### src/rtl/pblm_pkg.sv
// pblm_pkg: shared constants, types and helpers of the pixel band lut mapper
// no dependencies; compile first

package pblm_pkg;

    // sizing of the table store and result width
    localparam int TABLE_DEPTH = 256;
    localparam int BAND_COUNT  = 3;
    localparam int OUT_BITS    = 16;

    localparam int NUM_TABLES  = 3;
    localparam int TBL_AW      = (TABLE_DEPTH > 1) ? $clog2(TABLE_DEPTH) : 1;
    localparam int PIX_W       = 8;
    localparam int FIELD_W     = 16;
    localparam int CFG_IDX_W   = 3;
    localparam int CFG_DATA_W  = 8;

    typedef logic [PIX_W-1:0]    t_pix;
    typedef logic [FIELD_W-1:0]  t_field;
    typedef logic [OUT_BITS-1:0] t_value;
    typedef logic [TBL_AW-1:0]   t_addr;

    // request kinds on the input channel
    localparam logic REQ_PIXEL = 1'b0;
    localparam logic REQ_TABLE = 1'b1;

    // mode codes, the unused code behaves as per-band
    localparam logic [1:0] MODE_PER_BAND = 2'd0;
    localparam logic [1:0] MODE_EXPLODE  = 2'd1;
    localparam logic [1:0] MODE_COMBINE  = 2'd2;

    // register indexes
    typedef enum logic [CFG_IDX_W-1:0] {
        REG_MODE        = 3'd0,
        REG_BAND_MASK   = 3'd1,
        REG_MULT0       = 3'd2,
        REG_MULT1       = 3'd3,
        REG_MULT2       = 3'd4,
        REG_ZERO_OUTPUT = 3'd5
    } t_cfg_idx;

    // register reset values
    localparam logic [1:0] MODE_RST      = MODE_PER_BAND;
    localparam logic [2:0] BAND_MASK_RST = 3'd7;
    localparam t_pix       MULT0_RST     = 8'd1;
    localparam t_pix       MULT1_RST     = 8'd0;
    localparam t_pix       MULT2_RST     = 8'd0;
    localparam logic [2:0] ZERO_OUT_RST  = 3'd0;

    typedef struct packed {
        logic [1:0] mode;
        logic [2:0] band_mask;
        t_pix       mult0;
        t_pix       mult1;
        t_pix       mult2;
        logic [2:0] zero_output;
    } t_cfg;

    // per-pixel control carried beside the table read
    typedef struct packed {
        logic [1:0]                 mode;
        logic [2:0]                 band_mask;
        logic [2:0]                 zero_output;
        logic [NUM_TABLES-1:0][7:0] band;
        logic                       last;
    } t_s1_ctl;

    // byte index modulo table depth, one compare and subtract per bit
    function automatic t_addr tbl_wrap(input t_pix idx);
        logic [31:0] v;
        v = 32'(idx);
        for (int k = 7; k >= 0; k--) begin
            if (v >= (32'(TABLE_DEPTH) << k)) begin
                v = v - (32'(TABLE_DEPTH) << k);
            end
        end
        return t_addr'(v);
    endfunction

endpackage

### src/rtl/pblm_addr_gen.sv
// pblm_addr_gen: table read addresses per band and table write decode
// depends on pblm_pkg

module pblm_addr_gen (
    input  pblm_pkg::t_cfg                   i_cfg,
    input  pblm_pkg::t_pix                   i_band0,
    input  pblm_pkg::t_pix                   i_band1,
    input  pblm_pkg::t_pix                   i_band2,
    input  logic                             i_wr_accept,
    input  logic [1:0]                       i_table_select,
    input  pblm_pkg::t_pix                   i_table_index,
    input  pblm_pkg::t_field                 i_table_value,
    output pblm_pkg::t_addr                  o_rd_addr [pblm_pkg::NUM_TABLES],
    output logic [pblm_pkg::NUM_TABLES-1:0]  o_wr_en,
    output pblm_pkg::t_addr                  o_wr_addr,
    output pblm_pkg::t_value                 o_wr_data
);
    import pblm_pkg::*;

    t_pix bands [NUM_TABLES];
    t_pix mults [NUM_TABLES];
    t_pix comb_sum;

    assign bands[0] = i_band0;
    assign bands[1] = i_band1;
    assign bands[2] = i_band2;
    assign mults[0] = i_cfg.mult0;
    assign mults[1] = i_cfg.mult1;
    assign mults[2] = i_cfg.mult2;

    // weighted byte sum, only the low byte matters
    always_comb begin
        logic [15:0] prod;
        comb_sum = '0;
        for (int b = 0; b < NUM_TABLES; b++) begin
            prod = 16'(mults[b]) * 16'(bands[b]);
            if (b < BAND_COUNT) begin
                comb_sum = comb_sum + prod[7:0];
            end
        end
    end

    always_comb begin
        for (int b = 0; b < NUM_TABLES; b++) begin
            case (i_cfg.mode)
                MODE_EXPLODE: o_rd_addr[b] = tbl_wrap(bands[0]);
                MODE_COMBINE: o_rd_addr[b] = tbl_wrap(comb_sum);
                default:      o_rd_addr[b] = tbl_wrap(bands[b]);
            endcase
        end
    end

    // writes to a table that does not exist are dropped
    always_comb begin
        for (int b = 0; b < NUM_TABLES; b++) begin
            o_wr_en[b] = i_wr_accept && (i_table_select == 2'(b)) && (b < BAND_COUNT);
        end
    end

    assign o_wr_addr = tbl_wrap(i_table_index);
    assign o_wr_data = t_value'(i_table_value);
endmodule

### config.mk
export PLATFORM = sky130hd
export DESIGN_NAME = pblm_addr_gen
export DESIGN_NICKNAME = d
export VERILOG_FILES = /design/src/rtl/pblm_pkg.sv /design/src/rtl/pblm_addr_gen.sv
export SDC_FILE = /design/constraint.sdc
export NUM_CORES = 1
export LEC_CHECK = 0
export BUFFER_PORTS_ARGS = -buffer_cell sky130_fd_sc_hd__buf_2
export CELL_PAD_IN_SITES_DETAIL_PLACEMENT = 1
export CELL_PAD_IN_SITES_GLOBAL_PLACEMENT = 2
export CORE_UTILIZATION = 32
export DETAILED_ROUTE_END_ITERATION = 6
export PLACE_DENSITY = 0.95
export SLEW_MARGIN = 20
export SYNTH_ARGS = -nofsm -noshare
export SYNTH_HDL_FRONTEND = slang
export SYNTH_SLANG_ARGS = --single-unit
export TNS_END_PERCENT = 100
### constraint.sdc
create_clock -name vclk -period 14.56
set_input_delay 2.912 -clock vclk [all_inputs]
set_output_delay 2.912 -clock vclk [all_outputs]
set_load 0.02 [all_outputs]
==> results_dict.tcl <==
set metrics [dict create \
    ys_warn_count 0 \
    grt_start_max_net_pins 25 \
    slew_headroom_pct 53.0 \
    grt_pass1_wl_mm 16.4 \
    grt_pass1_vias 3265 \
    critPathMaxStageDelay_ps 550 \
    final-seq-area_sq_um 0 \
    synth_area_sq_um 3550 \
    ys_types 24 \
    worstSetupPathType "in -> out" \
    multiInputGateArea_sq_um 2980 \
    final_cells 614 \
    hold_depth 0 \
    grt_overflow 0 \
    syn_nets 612 \
    min_path_type "in -> out" \
    peakVddDrop_mv 0.157 \
    status "finished, final reports clean" \
    crit_path_frequent_cell "fa_1" \
    firstDrtPassIters 4 \
    setup_tns_ps 0 \
    nClkBuffers 0 \
    vias_per_cell 4.71 \
    dieArea_sq_um 11500 \
    drv_slew 0 \
    detail-route-antenna-nets 0 \
    drt_iter0_drc 113 \
    cp.arrival_ps 8720 \
    finalWorstPathRequiredPeriod_ps 11630 \
    min_to "o_wr_data[0]" \
    syn2layout_area_growth_pct 10.1 \
    fin_ws_ps 2930 \
    p_leak_nw 2.04 \
    critPathLaunchType "input port" \
    post-route-period-util_pct 79.9 \
    rsz0062_at_grt "false" \
    seq_cell_count 0 \
    fin_area_sq_um 3910 \
    tightest_slew_ps 705 \
    yosysTopAreaCell "fa_1" \
    chipWidth_um 107 \
    layout_commonest_cell "inv_1" \
    placementRows 38 \
    crit_fanout 10 \
    drt-total-wl_mm 10.3 \
    pre_cts_ws_ps 2910 \
    grt_use_total_pct 18.5 \
    worstPathRequired_ps 11650 \
    setup-violations-final 0 \
    finalWeightedCongestion 0.812 \
    initial_utilization_pct 32.8 \
    crit_path_end_kind "primary output" \
    synth.top_cell.area_share_pct 29.3 \
    drc_errors 0 \
    cap_viol_max_count 0 \
    crit_chain "buf_2, nand2_1, fa_1, fa_1, fa_1, inv_1, fa_1, fa_1, fa_1, inv_1, fa_1, inv_1, ha_1, a21o_1, a21oi_1, xnor2_1, xnor2_2, xnor2_1, a221oi_2, a21oi_1, buf_2" \
    nets 663 \
    placedCellCount 614 \
    wl_per_cell_um 16.8 \
    avgSynthCellArea_sq_um 8.36 \
    synth.area.top_cells "fa_1, ha_1, inv_1" \
    antenna_found_initial 0 \
    cts-hold-fix-buffers 0 \
    holdCritStartpoint "i_table_value[0]" \
    post_cts_buffers 0 \
    core_area_sq_um 10800 \
    final_cell_mix "inv_1, buf_2, fa_1, ha_1, nand2_1" \
    placed_cell_area_sq_um 3910 \
    cp_slowest_cell "fa_1" \
    die_y_um 107 \
    n_antenna_cell 0 \
    holdWs_ps 5820 \
    ios 134 \
    post_cts_resized 0 \
    dp_hpwl_mm 9.29 \
    pwr_density_cell_nw_per_um2 195 \
    drive_gt1_share_pct 20.5 \
    clock.fmax_mhz 86.0 \
    vias 2894 \
    io_buffers 80 \
    nFillCells 1362 \
    seq_area_frac_synth_pct 0 \
    syn_inst 425 \
    hold_viol 0 \
]
logic make-up after synthesis:
logic type               count (synthesis)  synth area share, %
AO/OA/AOI/OAI                           29                 5.25
XOR/XNOR                                47                 12.4
adder cells (fa/ha/maj)                104                 47.6
buffers and inverters                  126                 16.2
multiplexers                             7                 2.22
AND/OR/NAND/NOR                        112                 16.4
report_power, final:
part	internal, mW	switching, mW
sequential	0	0
combinational	0.340	0.421
clock	0	0
critical path: cells and delay by family:
family	cells	cell delay [ps]
compound gates	4	700
xor+xnor	3	460
fa+ha+maj	8	3930
buf+inv	5	600
simple gates	1	120
worst max-delay path by stage:
| stage | end | start | slack [ps] | cells after the start |
|---|---|---|---|---|
| after floorplan | o_rd_addr[15] | i_band0[1] | 3400 | 20 |
| final | o_rd_addr[15] | i_band0[0] | 2930 | 21 |
| after global routing | o_rd_addr[15] | i_band0[0] | 2710 | 21 |
| after CTS | o_rd_addr[15] | i_band0[0] | 2910 | 21 |
| after global placement | o_rd_addr[15] | i_band0[0] | 3050 | 21 |
| after detailed placement | o_rd_addr[15] | i_band0[0] | 2910 | 21 |
through the flow:
stage               power (mW)  util (%)
floorplan                0.575         -
global placement         0.725      36.1
detailed placement       0.773      36.1
CTS                      0.777      36.1
global route             0.842      36.1
finish                   0.761      36.1
Yosys cell counts:
| master | count |
|---|---|
| buf_4 | 24 |
| buf_2 | 3 |
| a221oi_2 | 1 |
| xnor2_2 | 2 |
| a21oi_1 | 19 |
| mux2_2 | 7 |
| nand2_2 | 3 |
| buf_1 | 1 |
| nand2_1 | 51 |
| buf_6 | 1 |
| a21o_1 | 2 |
| and3b_1 | 2 |
| xnor2_1 | 36 |
| inv_1 | 95 |
| nor2_1 | 1 |
| nor3b_1 | 1 |
| xor2_1 | 8 |
| and2_1 | 50 |
| and2_2 | 4 |
| a221oi_1 | 7 |
| clkbuf_1 | 2 |
| ha_1 | 52 |
| fa_1 | 52 |
| xnor3_1 | 1 |
layer usage:
layer	vias up	share of wire (%)	track usage [%]	wire [um]
li1	1358	-	-	-
met1	1407	42	24.3	4320
met2	109	48	33.9	4980
met3	20	7.9	1.09	817
met4	0	1.7	3.03	178
met5	-	0	0	0
cell type report:
type	count	area share [%]
Inverter	95	9.12
Tap cell	140	4.48
Multi-Input combinational cell	299	76.2
Timing Repair Buffer	80	10.2
Note: power is estimated with default switching activity, not from simulation.
