==> src/rtl/pblm_pkg.sv <==
// pblm_pkg: shared constants, types and helpers of the pixel band lut mapper
// no dependencies; compile first

package pblm_pkg;

    // sizing of the table store and result width
    localparam int TABLE_DEPTH = 256;
    localparam int BAND_COUNT  = 3;
    localparam int OUT_BITS    = 16;

    localparam int NUM_TABLES  = 3;
    localparam int TBL_AW      = (TABLE_DEPTH > 1) ? $clog2(TABLE_DEPTH) : 1;
    localparam int PIX_W       = 8;
    localparam int FIELD_W     = 16;
    localparam int CFG_IDX_W   = 3;
    localparam int CFG_DATA_W  = 8;

    typedef logic [PIX_W-1:0]    t_pix;
    typedef logic [FIELD_W-1:0]  t_field;
    typedef logic [OUT_BITS-1:0] t_value;
    typedef logic [TBL_AW-1:0]   t_addr;

    // request kinds on the input channel
    localparam logic REQ_PIXEL = 1'b0;
    localparam logic REQ_TABLE = 1'b1;

    // mode codes, the unused code behaves as per-band
    localparam logic [1:0] MODE_PER_BAND = 2'd0;
    localparam logic [1:0] MODE_EXPLODE  = 2'd1;
    localparam logic [1:0] MODE_COMBINE  = 2'd2;

    // register indexes
    typedef enum logic [CFG_IDX_W-1:0] {
        REG_MODE        = 3'd0,
        REG_BAND_MASK   = 3'd1,
        REG_MULT0       = 3'd2,
        REG_MULT1       = 3'd3,
        REG_MULT2       = 3'd4,
        REG_ZERO_OUTPUT = 3'd5
    } t_cfg_idx;

    // register reset values
    localparam logic [1:0] MODE_RST      = MODE_PER_BAND;
    localparam logic [2:0] BAND_MASK_RST = 3'd7;
    localparam t_pix       MULT0_RST     = 8'd1;
    localparam t_pix       MULT1_RST     = 8'd0;
    localparam t_pix       MULT2_RST     = 8'd0;
    localparam logic [2:0] ZERO_OUT_RST  = 3'd0;

    typedef struct packed {
        logic [1:0] mode;
        logic [2:0] band_mask;
        t_pix       mult0;
        t_pix       mult1;
        t_pix       mult2;
        logic [2:0] zero_output;
    } t_cfg;

    // per-pixel control carried beside the table read
    typedef struct packed {
        logic [1:0]                 mode;
        logic [2:0]                 band_mask;
        logic [2:0]                 zero_output;
        logic [NUM_TABLES-1:0][7:0] band;
        logic                       last;
    } t_s1_ctl;

    // byte index modulo table depth, one compare and subtract per bit
    function automatic t_addr tbl_wrap(input t_pix idx);
        logic [31:0] v;
        v = 32'(idx);
        for (int k = 7; k >= 0; k--) begin
            if (v >= (32'(TABLE_DEPTH) << k)) begin
                v = v - (32'(TABLE_DEPTH) << k);
            end
        end
        return t_addr'(v);
    endfunction

endpackage

==> src/rtl/pblm_cfg_if.sv <==
// pblm_cfg_if: register write channel
// depends on pblm_pkg

interface pblm_cfg_if;
    import pblm_pkg::*;

    logic                  valid;
    logic                  ready;
    logic [CFG_IDX_W-1:0]  index;
    logic [CFG_DATA_W-1:0] data;

    modport source (output valid, index, data, input ready);
    modport sink   (input valid, index, data, output ready);
endinterface

==> src/rtl/pblm_cfg_regs.sv <==
// pblm_cfg_regs: configuration register file
// depends on pblm_pkg and pblm_cfg_if

module pblm_cfg_regs (
    input  logic              i_clk,
    input  logic              i_rst_n,
    pblm_cfg_if.sink          i_cfg,
    output pblm_pkg::t_cfg    o_cfg
);
    import pblm_pkg::*;

    t_cfg r_cfg;
    t_cfg n_cfg;

    assign i_cfg.ready = 1'b1;

    always_comb begin
        n_cfg = r_cfg;
        if (i_cfg.valid) begin
            unique case (t_cfg_idx'(i_cfg.index))
                REG_MODE:        n_cfg.mode        = i_cfg.data[1:0];
                REG_BAND_MASK:   n_cfg.band_mask   = i_cfg.data[2:0];
                REG_MULT0:       n_cfg.mult0       = i_cfg.data[7:0];
                REG_MULT1:       n_cfg.mult1       = i_cfg.data[7:0];
                REG_MULT2:       n_cfg.mult2       = i_cfg.data[7:0];
                REG_ZERO_OUTPUT: n_cfg.zero_output = i_cfg.data[2:0];
                default:         n_cfg = r_cfg;
            endcase
        end
    end

    always_ff @(posedge i_clk) begin
        if (!i_rst_n) begin
            r_cfg.mode        <= MODE_RST;
            r_cfg.band_mask   <= BAND_MASK_RST;
            r_cfg.mult0       <= MULT0_RST;
            r_cfg.mult1       <= MULT1_RST;
            r_cfg.mult2       <= MULT2_RST;
            r_cfg.zero_output <= ZERO_OUT_RST;
        end else begin
            r_cfg <= n_cfg;
        end
    end

    assign o_cfg = r_cfg;
endmodule

==> src/flat_wrapper.sv <==
// flat-port wrapper written by rule: the top's interface ports become plain ports
module pblm_cfg_regs_flat import pblm_pkg::*;
  (i_clk, i_rst_n, o_cfg, i_cfg_valid, i_cfg_index, i_cfg_data, i_cfg_ready);
  pblm_cfg_if i_cfg_i ();
  input  logic i_clk;
  input  logic i_rst_n;
  output pblm_pkg::t_cfg o_cfg;
  input wire logic [$bits(i_cfg_i.valid)-1:0] i_cfg_valid;
  input wire logic [$bits(i_cfg_i.index)-1:0] i_cfg_index;
  input wire logic [$bits(i_cfg_i.data)-1:0] i_cfg_data;
  output wire logic [$bits(i_cfg_i.ready)-1:0] i_cfg_ready;
  assign i_cfg_i.valid = i_cfg_valid;
  assign i_cfg_i.index = i_cfg_index;
  assign i_cfg_i.data = i_cfg_data;
  assign i_cfg_ready = i_cfg_i.ready;
  pblm_cfg_regs u_core (.i_clk(i_clk), .i_rst_n(i_rst_n), .i_cfg(i_cfg_i), .o_cfg(o_cfg));
endmodule
==> config.mk <==
export PLATFORM = sky130hd
export DESIGN_NAME = pblm_cfg_regs_flat
export DESIGN_NICKNAME = d
export VERILOG_FILES = /design/src/rtl/pblm_pkg.sv /design/src/rtl/pblm_cfg_if.sv /design/src/rtl/pblm_cfg_regs.sv /design/src/flat_wrapper.sv
export SDC_FILE = /design/constraint.sdc
export NUM_CORES = 1
export LEC_CHECK = 0
export BUFFER_PORTS_ARGS = -buffer_cell sky130_fd_sc_hd__buf_2
export CAP_MARGIN = 10
export CORE_ASPECT_RATIO = 1.4
export CORE_MARGIN = 2
export CORE_UTILIZATION = 47
export DETAILED_ROUTE_END_ITERATION = 16
export PLACE_DENSITY_LB_ADDON = 0.2
export SYNTH_ARGS = -nofsm -noshare
export SYNTH_HDL_FRONTEND = slang
export SYNTH_SLANG_ARGS = --single-unit
==> constraint.sdc <==
create_clock -name i_clk -period 1.1 [get_ports i_clk]
set_clock_uncertainty 0.15 [all_clocks]
set_input_delay 0.055 -clock i_clk [delete_from_list [all_inputs] [get_ports i_clk]]
set_output_delay 0.055 -clock i_clk [all_outputs]
set_load 0.1 [all_outputs]
==> results.md <==
- Hold path cells: 3
- CP bufs+invs: 1
- Hold WS: -0.05622 ns
- Mapped cell area: 1269 µm²
- Post-synthesis sequential area ratio: 50.49%
- Critical Path Stages: 1
- Most common cell after layout, fill and taps aside: nand2_1
- Slowest cell on crit path: dfxtp_2
- RePlAce Congestion: 0.7554
- DP Cell Count: 201
- Fill count: 126
- Leakage: 1.037 nW
- Pre-CTS setup slack: 0.01969 ns
- Pwr Total: 2.730 mW
- Final Slew Violations: 0
- Placed inst area: 2061 µm²
- Final period util: 100.9%
- Min setup slack post-route: -0.009566 ns
- Number of diodes: 0
- Peak supply drop: 1.256 mV
- Via Count: 1160
- Synth Area per Inst: 10.31 µm²
- Root buf cell: clkbuf_4
- ANT nets after route: 0
- CTS H-tree lvls: 2
- Clock tree buffer depth: 2
- Synth cell types: 13
- Final setup fails: 7
- Syn_nets: 137
- Nets: 203
- Synth-to-Final Area Change: 82.15%
- Violated checks: hold timing, setup timing
- Top-area cell type share of the netlist area: 50.49%
- CTS sink cnt: 32
- Vias per cell: 5.133
- Upper clock frequency limit: 901.3 MHz
- Hold Buf Count CTS: 11
- Die ar.: 3137 µm²
- Required time of the worst setup path: 0.89 ns
- Largest cells by area after synthesis: dfxtp_1, mux2i_1, nand2_1
- Yosys reg bits: 32
- Outcome: finished, violations left
- Worst-path fanout max: 2
- Reg clk slew, reported paths: 0.10 ns
- Vias in the first global route: 1241
- RSZ-0062 raised after global routing: true
- Initial core utilization: 49.03%
- Drt drc: 0
- Area of the multi-input gates: 571.8 µm²
- Buffers on Ports: 45
- CTS tree: done
- Pin count of the biggest net entering global routing: 20
- Final instance area: 2311 µm²
- R2R depth: 3
- Setup crit end kind: primary output
- Cts bufs inserted: 5
- Final hold viol count: 4
- Most frequent cells in the layout: nand2_1, buf_12, mux2i_1
- DP Wirelength: 2288 µm
- Initial antenna violation count: 0
- Num rows: 22
- Ys Warns: 0
- Classification of the worst-slack hold path: primary input to flop
- Die Ht: 65.48 µm
- Setup CP Type: flop to primary output
- Critical path launch point type: flop
- Overflow after GRT: 0
- Max cap viols: 0
- Detailed Routing Iterations Pass 1: 4
- Total routed wirelength: 3885 µm
- Max stage delay on crit path: 0.38 ns
- Core box area: 2587 µm²
- Area leader, netlist: dfxtp_1
- Number of flip-flops in the largest register: 32
- WL per Instance: 17.19 µm
- CP cell instances: buf_12
- Cells after synthesis: 123
- Pwr Density: 1181 nW/µm²
- GRT Resource Usage Total: 27.49%
- Later-pin clock latency in the skew report: 0.35 ns
- First-pass GRT wire length: 5851 µm
- Finished Layout Cells: 226
- WP data arrival: 0.90 ns
- Top Ports: 47
- Share of layout cells above drive strength 1: 52.63%
- First DRT Iteration DRCs: 27
- Crit path time final: 1.110 ns
- FF/Latch Area: 683.2 µm²
- Top delay family on crit path: flip-flops
- Die W: 47.91 µm
-- area by class of cell --
class	count	area share, %
clock buffer	7	2.815
clock inverter	1	1.299
multi-input combinational	82	24.74
sequential	32	29.56
tap	36	1.949
timing repair buffer	68	39.63
-- synth_stat cells --
cell       number
nand4bb_1       1
mux2i_1        32
nor2b_1         7
buf_6           1
buf_2           6
buf_4           2
and4bb_1        1
nor4b_2         1
nand2_1        36
conb_1          1
and4bb_2        1
nand4b_1        2
dfxtp_1        32
-- power by group --
| group | internal [mW] | switching, mW | total (mW) |
|---|---|---|---|
| clock | 0.603 | 0.405 | 1.01 |
| sequential | 1.19 | 0.0281 | 1.21 |
| combinational | 0.194 | 0.314 | 0.508 |
-- logic make-up after synthesis --
| logic type | count (synthesis) | synth area share, % |
|---|---|---|
| buffers and inverters | 9 | 4.438 |
| AND/OR/NAND/NOR | 49 | 19.53 |
| multiplexers | 32 | 25.25 |
| other | 1 | 0.2956 |
| flip-flops | 32 | 50.49 |
-- what timing repair did --
action / 4_1_cts / 5_1_grt
pin swaps: 0 / 0
gates resized for setup: 0 / 1
endpoints found under the setup margin: 9 / 32
endpoints found under the hold margin: 32 / 2
buffers inserted: 1 / 6
-- stage by stage --
step / TNS (ns) / utilization (%)
final: -0.03371 / 89.31
after global routing: -0.8278 / 89.31
after CTS: -0.03625 / 87.86
after detailed placement: 0 / 79.64
after global placement: 0 / 79.64
after floorplan: 0 / -
-- path summary, 6_finish.rpt --
| check | endpoint | slack [ns] | startpoint |
|---|---|---|---|
| setup / recovery | o_cfg[20] | -0.01 | u_core.o_cfg[20]$_SDFFE_PN0P_ |
| hold / removal | u_core.o_cfg[31]$_SDFFE_PN0P_ | -0.06 | i_cfg_index[1] |
| setup reg to reg | u_core.o_cfg[23]$_SDFFE_PN0P_ | 0.09 | u_core.o_cfg[23]$_SDFFE_PN0P_ |
| hold reg to reg | u_core.o_cfg[11]$_SDFFE_PN0P_ | 0.33 | u_core.o_cfg[11]$_SDFFE_PN0P_ |
-- per-layer routing --
metal / vias to the layer above / track usage [%] / share of wire [%]
met3: 11 / 9.066 / 4.6
met5: - / 0 / 0
met1: 561 / 27.45 / 32
li1: 544 / - / -
met2: 44 / 48.33 / 59
met4: 0 / 12.16 / 3.8
(Power assumes the default switching activity.)
