## src/rtl/pblm_pkg.sv

```systemverilog
// pblm_pkg: shared constants, types and helpers of the pixel band lut mapper
// no dependencies; compile first

package pblm_pkg;

    // sizing of the table store and result width
    localparam int TABLE_DEPTH = 256;
    localparam int BAND_COUNT  = 3;
    localparam int OUT_BITS    = 16;

    localparam int NUM_TABLES  = 3;
    localparam int TBL_AW      = (TABLE_DEPTH > 1) ? $clog2(TABLE_DEPTH) : 1;
    localparam int PIX_W       = 8;
    localparam int FIELD_W     = 16;
    localparam int CFG_IDX_W   = 3;
    localparam int CFG_DATA_W  = 8;

    typedef logic [PIX_W-1:0]    t_pix;
    typedef logic [FIELD_W-1:0]  t_field;
    typedef logic [OUT_BITS-1:0] t_value;
    typedef logic [TBL_AW-1:0]   t_addr;

    // request kinds on the input channel
    localparam logic REQ_PIXEL = 1'b0;
    localparam logic REQ_TABLE = 1'b1;

    // mode codes, the unused code behaves as per-band
    localparam logic [1:0] MODE_PER_BAND = 2'd0;
    localparam logic [1:0] MODE_EXPLODE  = 2'd1;
    localparam logic [1:0] MODE_COMBINE  = 2'd2;

    // register indexes
    typedef enum logic [CFG_IDX_W-1:0] {
        REG_MODE        = 3'd0,
        REG_BAND_MASK   = 3'd1,
        REG_MULT0       = 3'd2,
        REG_MULT1       = 3'd3,
        REG_MULT2       = 3'd4,
        REG_ZERO_OUTPUT = 3'd5
    } t_cfg_idx;

    // register reset values
    localparam logic [1:0] MODE_RST      = MODE_PER_BAND;
    localparam logic [2:0] BAND_MASK_RST = 3'd7;
    localparam t_pix       MULT0_RST     = 8'd1;
    localparam t_pix       MULT1_RST     = 8'd0;
    localparam t_pix       MULT2_RST     = 8'd0;
    localparam logic [2:0] ZERO_OUT_RST  = 3'd0;

    typedef struct packed {
        logic [1:0] mode;
        logic [2:0] band_mask;
        t_pix       mult0;
        t_pix       mult1;
        t_pix       mult2;
        logic [2:0] zero_output;
    } t_cfg;

    // per-pixel control carried beside the table read
    typedef struct packed {
        logic [1:0]                 mode;
        logic [2:0]                 band_mask;
        logic [2:0]                 zero_output;
        logic [NUM_TABLES-1:0][7:0] band;
        logic                       last;
    } t_s1_ctl;

    // byte index modulo table depth, one compare and subtract per bit
    function automatic t_addr tbl_wrap(input t_pix idx);
        logic [31:0] v;
        v = 32'(idx);
        for (int k = 7; k >= 0; k--) begin
            if (v >= (32'(TABLE_DEPTH) << k)) begin
                v = v - (32'(TABLE_DEPTH) << k);
            end
        end
        return t_addr'(v);
    endfunction

endpackage

```

## src/rtl/pblm_out_if.sv

```systemverilog
// pblm_out_if: result channel, one beat per pixel
// depends on pblm_pkg

interface pblm_out_if;
    import pblm_pkg::*;

    logic   valid;
    logic   ready;
    t_field out0;
    t_field out1;
    t_field out2;
    logic   line_done;

    modport source (
        output valid, out0, out1, out2, line_done,
        input  ready
    );
    modport sink (
        input  valid, out0, out1, out2, line_done,
        output ready
    );
endinterface

```

## src/rtl/pblm_out_stage.sv

```systemverilog
// pblm_out_stage: per-band select of table value, pass-through or zero,
// and the result register; depends on pblm_pkg and pblm_out_if

module pblm_out_stage (
    input  logic               i_clk,
    input  logic               i_rst_n,
    input  logic               i_s1_valid,
    input  pblm_pkg::t_s1_ctl  i_ctl,
    input  pblm_pkg::t_value   i_rd_data [pblm_pkg::NUM_TABLES],
    output logic               o_s2_free,
    pblm_out_if.source         o_res
);
    import pblm_pkg::*;

    t_field n_out [NUM_TABLES];
    t_field r_out [NUM_TABLES];
    logic   r_line;
    logic   r_valid;
    logic   load;

    always_comb begin
        t_field mapped;
        t_field passed;
        for (int b = 0; b < NUM_TABLES; b++) begin
            mapped = i_ctl.zero_output[b] ? '0 : FIELD_W'(i_rd_data[b]);
            passed = FIELD_W'(t_value'(i_ctl.band[b]));
            case (i_ctl.mode)
                MODE_COMBINE: n_out[b] = (b == 0) ? mapped : '0;
                MODE_EXPLODE: n_out[b] = mapped;
                default:      n_out[b] = i_ctl.band_mask[b] ? mapped : passed;
            endcase
            if (b >= BAND_COUNT) begin
                n_out[b] = '0;
            end
        end
    end

    assign o_s2_free = !r_valid || o_res.ready;
    assign load      = i_s1_valid && o_s2_free;

    always_ff @(posedge i_clk) begin
        if (!i_rst_n) begin
            r_valid <= 1'b0;
        end else if (o_s2_free) begin
            r_valid <= i_s1_valid;
        end
    end

    always_ff @(posedge i_clk) begin
        if (load) begin
            r_out  <= n_out;
            r_line <= i_ctl.last;
        end
    end

    assign o_res.valid     = r_valid;
    assign o_res.out0      = r_out[0];
    assign o_res.out1      = r_out[1];
    assign o_res.out2      = r_out[2];
    assign o_res.line_done = r_line;
endmodule

```

## src/flat_wrapper.sv

```systemverilog
// flat-port wrapper written by rule: the top's interface ports become plain ports
module pblm_out_stage_flat import pblm_pkg::*;
  (i_clk, i_rst_n, i_s1_valid, i_ctl, i_rd_data, o_s2_free, o_res_valid, o_res_out0, o_res_out1, o_res_out2, o_res_line_done, o_res_ready);
  pblm_out_if o_res_i ();
  input  logic i_clk;
  input  logic i_rst_n;
  input  logic i_s1_valid;
  input  pblm_pkg::t_s1_ctl i_ctl;
  input  pblm_pkg::t_value i_rd_data[pblm_pkg::NUM_TABLES];
  output logic o_s2_free;
  output wire logic [$bits(o_res_i.valid)-1:0] o_res_valid;
  output wire logic [$bits(o_res_i.out0)-1:0] o_res_out0;
  output wire logic [$bits(o_res_i.out1)-1:0] o_res_out1;
  output wire logic [$bits(o_res_i.out2)-1:0] o_res_out2;
  output wire logic [$bits(o_res_i.line_done)-1:0] o_res_line_done;
  input wire logic [$bits(o_res_i.ready)-1:0] o_res_ready;
  assign o_res_valid = o_res_i.valid;
  assign o_res_out0 = o_res_i.out0;
  assign o_res_out1 = o_res_i.out1;
  assign o_res_out2 = o_res_i.out2;
  assign o_res_line_done = o_res_i.line_done;
  assign o_res_i.ready = o_res_ready;
  pblm_out_stage u_core (.i_clk(i_clk), .i_rst_n(i_rst_n), .i_s1_valid(i_s1_valid), .i_ctl(i_ctl), .i_rd_data(i_rd_data), .o_s2_free(o_s2_free), .o_res(o_res_i));
endmodule
```

## config.mk

```make
export PLATFORM = sky130hd
export DESIGN_NAME = pblm_out_stage_flat
export DESIGN_NICKNAME = d
export VERILOG_FILES = /design/src/rtl/pblm_pkg.sv /design/src/rtl/pblm_out_if.sv /design/src/rtl/pblm_out_stage.sv /design/src/flat_wrapper.sv
export SDC_FILE = /design/constraint.sdc
export NUM_CORES = 1
export LEC_CHECK = 0
export BUFFER_PORTS_ARGS = -buffer_cell sky130_fd_sc_hd__clkbuf_2
export CORE_AREA = 2 2 85 87
export CTS_CLUSTER_DIAMETER = 40
export DETAILED_ROUTE_END_ITERATION = 12
export DIE_AREA = 0 0 87 89
export PLACE_DENSITY = 0.73
export SLEW_MARGIN = 20
export SYNTH_ARGS = -nofsm -noshare
export SYNTH_HDL_FRONTEND = slang
export SYNTH_SLANG_ARGS = --single-unit
export TNS_END_PERCENT = 1
```

## constraint.sdc

```tcl
create_clock -name i_clk -period 1.95 [get_ports i_clk]
set_input_delay 0.2925 -clock i_clk [delete_from_list [all_inputs] [get_ports i_clk]]
set_output_delay 0.2925 -clock i_clk [all_outputs]
set_load 0.02 [all_outputs]
```

==> metrics.txt, run 1 <==
CTS root buf clkbuf_8; DRT Pass-1 Iters 4; Max Cap Viol 0; Avg Cell Area, Syn 14.7 um^2; outcome finished, final reports clean; syn_nets 266; area post-placement 3370 um^2; worst r2r src u_core.o_res.valid; highest clock rate 671 MHz; Final Instance Area 3460 um^2; Design Power 2.47 mW; CTS Buf Count 5; Pwr Density 713 nW/um^2; Crit. End Element register; Reg clk slew, reported paths 0.10 ns; first-pass GRT wire length 8850 um; core box area 6720 um^2; Initial Utilization 39.4%; worst path arrival time 1.53 ns; Yosys cell types 20; Final Worst Setup Slack 0.460 ns; fin crit period 1.49 ns; worst min path class input port to register; Overflow after GRT 0; CTS resizes 0; Worst VDD drop 0.283 mV; Crit Path Class input port to register; WL/cell 15.4 um; fin cells 392; Rel. slew slack 64.8%; Crit. Startpoint i_ctl[32]; DRT Wirelength 6030 um; Area Overhead vs Synth 30.7%; register area share after synthesis 56.4%; Final Setup Violations 0; Syn Inst Count 180; die span in y 89 um; leakage 1.48 nW; routed vias 2028; Post-synth ARST share 0%; All-Layer GR Usage 14.8%; unrepaired setup endpoints after global routing no; Remaining DRCs 0; Synth top area share 55.6%; critical path required time 1.99 ns; crit path launch type input port; vias in the first global route 1848; dominant synthesized flop cell edfxtp_1; GP Congestion 0.763; die area 7740 um^2; TritonCTS clock tree yes; Final Util 51.5%; Synth area leader edfxtp_1; actual slew at the worst max-slew pin 0.527 ns; largest net degree at the start of global routing 50; final hold vios 0; Rows 30; Die W 87 um; DP HPWL 4400 um; pre-CTS setup slack 0.134 ns; share of layout cells above drive strength 1 56.1%; Avg Vias per Cell 5.17; Cells after DPL 384; Clock Latency Late Sink 0.31 ns; CTS Buffer Depth 2; final max-slew violation count 0; #FFs+latches synth 50; Post-synth EDFFs 49; CTS Sinks 50; initial antenna violation count 0; final setup TNS 0 ns; Port-buffer cells 135; most numerous cell in the Yosys netlist edfxtp_1; critical path peak fanout 8; clock skew 0.00834 ns; hold buffers post-CTS 0; drt initial violations 66; top cells by area, synth edfxtp_1, nor3b_2, nand4bb_1, nand4b_1, mux2_4; Worst Min Path Start i_ctl[0]; Syn. warnings 0; I/O pin count 136; final period utilization 76.4%; post-synthesis cell area 2650 um^2; DRT antenna net count 0; worst hold margin 0.158 ns; n_diodes 0; post-CTS setup buffer count 0; depth of the CTS H-tree 2; Final Net Count 397
==> power by group <==
group | switching [mW] | internal [mW]
sequential | 0.0206 | 1.28
combinational | 0.307 | 0.232
clock | 0.372 | 0.257
==> cell families after synthesis <==
group	synth area share, %
simple gates	32.3
buf+inv	4.30
mux	6.24
compound gates	0.284
flops	56.4
fa+ha+maj	0.473
==> layout by cell type, fill, tap and decap left out, types with 2 or more instances in the layout <==
master and instances:
nand2b_1 2, nand3_1 16, nand4b_1 16, buf_4 4
inv_1 2, nor3b_1 8, clkinvlp_4 2, clkbuf_2 135
nor2b_1 9, mux2_4 8, edfxtp_1 49, nand3b_1 16
nor3b_2 16, mux2i_4 2, nand4bb_1 16, clkbuf_8 5
==> sequential cells by signal (all words and copies together), names as in the netlist <==
| register | count |
|---|---|
| u_core.o_res.out2 | 16 |
| u_core.o_res.line_done | 1 |
| u_core.o_res.out0 | 16 |
| u_core.o_res.valid | 1 |
| u_core.o_res.out1 | 16 |
==> area by class of cell <==
| class | instances | area [um^2] |
|---|---|---|
| fillers | 594 | 3260 |
| flip-flops and latches | 50 | 1490 |
| multi-input cells | 112 | 1040 |
| repair buffers | 140 | 726 |
| well taps | 80 | 100 |
| clock buffers | 5 | 68.8 |
| clock inverters | 3 | 23.8 |
| inverters | 2 | 7.51 |
==> layer usage <==
layer / vias up / part of all wire, % / track usage (%)
li1: 969 / - / -
met4: 0 / 1.2 / 4.26
met1: 947 / 43 / 19.2
met5: - / 0 / 0
met3: 8 / 9.2 / 3.51
met2: 104 / 47 / 24.8
==> worst max-delay path, stage by stage <==
cell and delay, ns:
clkbuf_2 0.07, inv_1 0.03, ha_1 0.50, nor2b_1 0.51
nor3b_1 0.12
==> worst paths after layout <==
| path | slack [ns] | end | depth (start not counted) |
|---|---|---|---|
| setup / recovery | 0.46 | u_core.o_res.out0[9] | 5 |
| hold / removal | 0.16 | u_core.o_res.line_done | 1 |
| setup reg to reg | 0.78 | u_core.o_res.out1[3] | 3 |
| hold reg to reg | 0.53 | u_core.o_res.valid | 2 |
Note: power is estimated with default switching activity, not from simulation.
==> run 2, diff against run 1 <==
Clock period 1.95 ns to 1.2 ns, I/O delays scaled along.
==> run 2 against run 1 <==
  * Clock skew decreased by 0.0058 ns
  * First-iteration DRC count is 7.6% lower
  * Core utilization rose by 2.8 points
  * Clock power increased by 78%
  * Flip-flop and latch count unchanged
  * Count of clock-buffer cells in the layout is the same
==> metrics.txt, run 2 (same netlist as run 1, synthesis figures left out) <==
outcome finished, final reports clean (unchanged); Gate power share 23.2% (was 21.9%); All-Layer GR Usage 15.1% (was 14.8%); slowest cell on the critical path ha_4 (was nor2b_1); Pwr Density 1150 nW/um^2 (was 713 nW/um^2); Top Metal Used met4 (unchanged); die area 7740 um^2 (unchanged); crit-path leading delay family adder cells (was simple AND/OR/NAND/NOR gates); Remaining DRCs 0 (unchanged); CTS root buf clkbuf_8 (unchanged); final hold vios 0 (unchanged); Switching Fraction 25.5% (was 28.4%); Crit Path Class input port to register (unchanged); fin crit period 1.15 ns; Crit. End Element register (unchanged); worst path arrival time 1.20 ns (was 1.53 ns); unrepaired setup endpoints after global routing no (unchanged); Port-buffer cells 135 (unchanged); Design Power 4.21 mW (was 2.47 mW); Final Worst Setup Slack 0.0534 ns (was 0.460 ns); WL/cell 15.0 um (was 15.4 um); Final Setup Violations 0 (unchanged); routed length on met2 3260 um (was 2830 um); final setup TNS 0 ns (unchanged); depth of the CTS H-tree 2 (unchanged); most frequent cells in the layout clkbuf_2, edfxtp_1 (unchanged); DRT Pass-1 Iters 4 (unchanged); DP HPWL 4680 um (was 4400 um); DRT antenna net count 0 (unchanged); actual slew at the worst max-slew pin 0.266 ns (was 0.527 ns); critical path required time 1.25 ns (was 1.99 ns); Overflow after GRT 0 (unchanged); n_diodes 0 (unchanged); Avg Vias per Cell 5.04 (was 5.17); first-pass GRT wire length 9020 um (was 8850 um); Die W 87 um (unchanged); crit path launch type input port (unchanged); area post-placement 3520 um^2 (was 3370 um^2); share of layout cells above drive strength 1 59.1% (was 56.1%); Clock Latency Late Sink 0.30 ns (was 0.31 ns); DRT Wirelength 6060 um (was 6030 um); Area Overhead vs Synth 37.9% (was 30.7%); Final Net Count 411 (was 397); worst hold margin 0.0539 ns (was 0.158 ns); core box area 6720 um^2 (unchanged); M1 WL 2380 um (was 2580 um); die span in y 89 um (unchanged); drt initial violations 61 (was 66); CTS Buf Count 5 (unchanged); P_sw 1.07 mW (was 0.700 mW); clock skew 0.00255 ns (was 0.00834 ns); CP max stage delay 0.37 ns (was 0.51 ns); CTS Sinks 50 (unchanged); met3 wire length 290 um (was 557 um); largest net degree at the start of global routing 28 (was 50); Power Internal 3.13 mW (was 1.77 mW); I/O pin count 136 (unchanged); worst min path class input port to register (unchanged); critical path peak fanout 11 (was 8); initial antenna violation count 0 (unchanged); hold buffers post-CTS 0 (unchanged); final period utilization 95.6%; Max Cap Viol 0 (unchanged); GP Congestion 0.780 (was 0.763); Initial Utilization 39.4% (unchanged); Clk pwr share 26.7% (was 25.5%); Seq pwr share 50.2% (was 52.6%); CP bufs+invs 3 (was 2); pre-CTS setup slack -0.343 ns (was 0.134 ns); routed vias 2041 (was 2028); final max-slew violation count 0 (unchanged); Rel. slew slack 82.2% (was 64.8%); Worst VDD drop 0.457 mV (was 0.283 mV); R2R setup slack 0.12 ns (was 0.78 ns); TritonCTS clock tree yes (unchanged); CTS Buffer Depth 2 (unchanged); Reg clk slew, reported paths 0.08 ns (was 0.10 ns); cell-by-cell trace of the critical path buf_4 -> inv_12 -> ha_4 -> mux2i_4 -> buf_12 -> nor3b_2 (was clkbuf_2 -> inv_1 -> ha_1 -> nor2b_1 -> nor3b_1); Rows 30 (unchanged); leakage 1.58 nW (was 1.48 nW); vias in the first global route 1861 (was 1848); highest clock rate 872 MHz; Final Instance Area 3650 um^2 (was 3460 um^2); commonest non-fill, non-tap cell in the layout clkbuf_2 (unchanged)
run 2: metrics by stage:
| stage | instances | utilization (%) |
|---|---|---|
| after floorplan | 180 | - |
| after global placement | 396 | 52.5 |
| after CTS | 403 | 54.0 |
| after global routing | 405 | 54.3 |
| after detailed placement | 396 | 52.5 |
| final | 405 | 54.3 |
run 2: what timing repair did:
action,4_1_cts,5_1_grt
hold endpoints to repair,0,0
setup buffers,0,2
resized for setup,1,3
pin swaps,0,1
setup endpoints to repair,12,34
run 2: final cells by class:
| cell class | count | area (um^2) |
|---|---|---|
| timing repair buffer | 154 | 862 |
| tap | 80 | 100 |
| multi-input combinational | 112 | 1070 |
| fill | 591 | 3070 |
| clock inverter | 2 | 33.8 |
| clock buffer | 5 | 68.8 |
| inverter | 2 | 20.0 |
| sequential | 50 | 1490 |
run 2: final timing paths:
kind	from	endpoint	depth (start not counted)
setup / recovery	i_ctl[32]	u_core.o_res.out1[9]	6
hold / removal	i_ctl[0]	u_core.o_res.line_done	1
setup reg to reg	u_core.o_res.valid	u_core.o_res.out1[5]	3
hold reg to reg	u_core.o_res.valid	u_core.o_res.valid	2
run 2: power groups by stage:
stage / Combinational [mW] / Sequential, mW / Clock (mW)
after floorplan: 0.409 / 2.32 / 0
after global placement: 0.948 / 2.15 / 0
after detailed placement: 0.966 / 2.15 / 0
after CTS: 0.972 / 2.11 / 1.16
after global routing: 1.05 / 2.12 / 1.22
final: 0.974 / 2.11 / 1.12
run 2: layer usage:
| metal | vias up | global-route usage (%) |
|---|---|---|
| met5 | - | 0 |
| met4 | 0 | 5.82 |
| met3 | 9 | 2.68 |
| li1 | 994 | - |
| met2 | 78 | 27.7 |
| met1 | 960 | 17.5 |
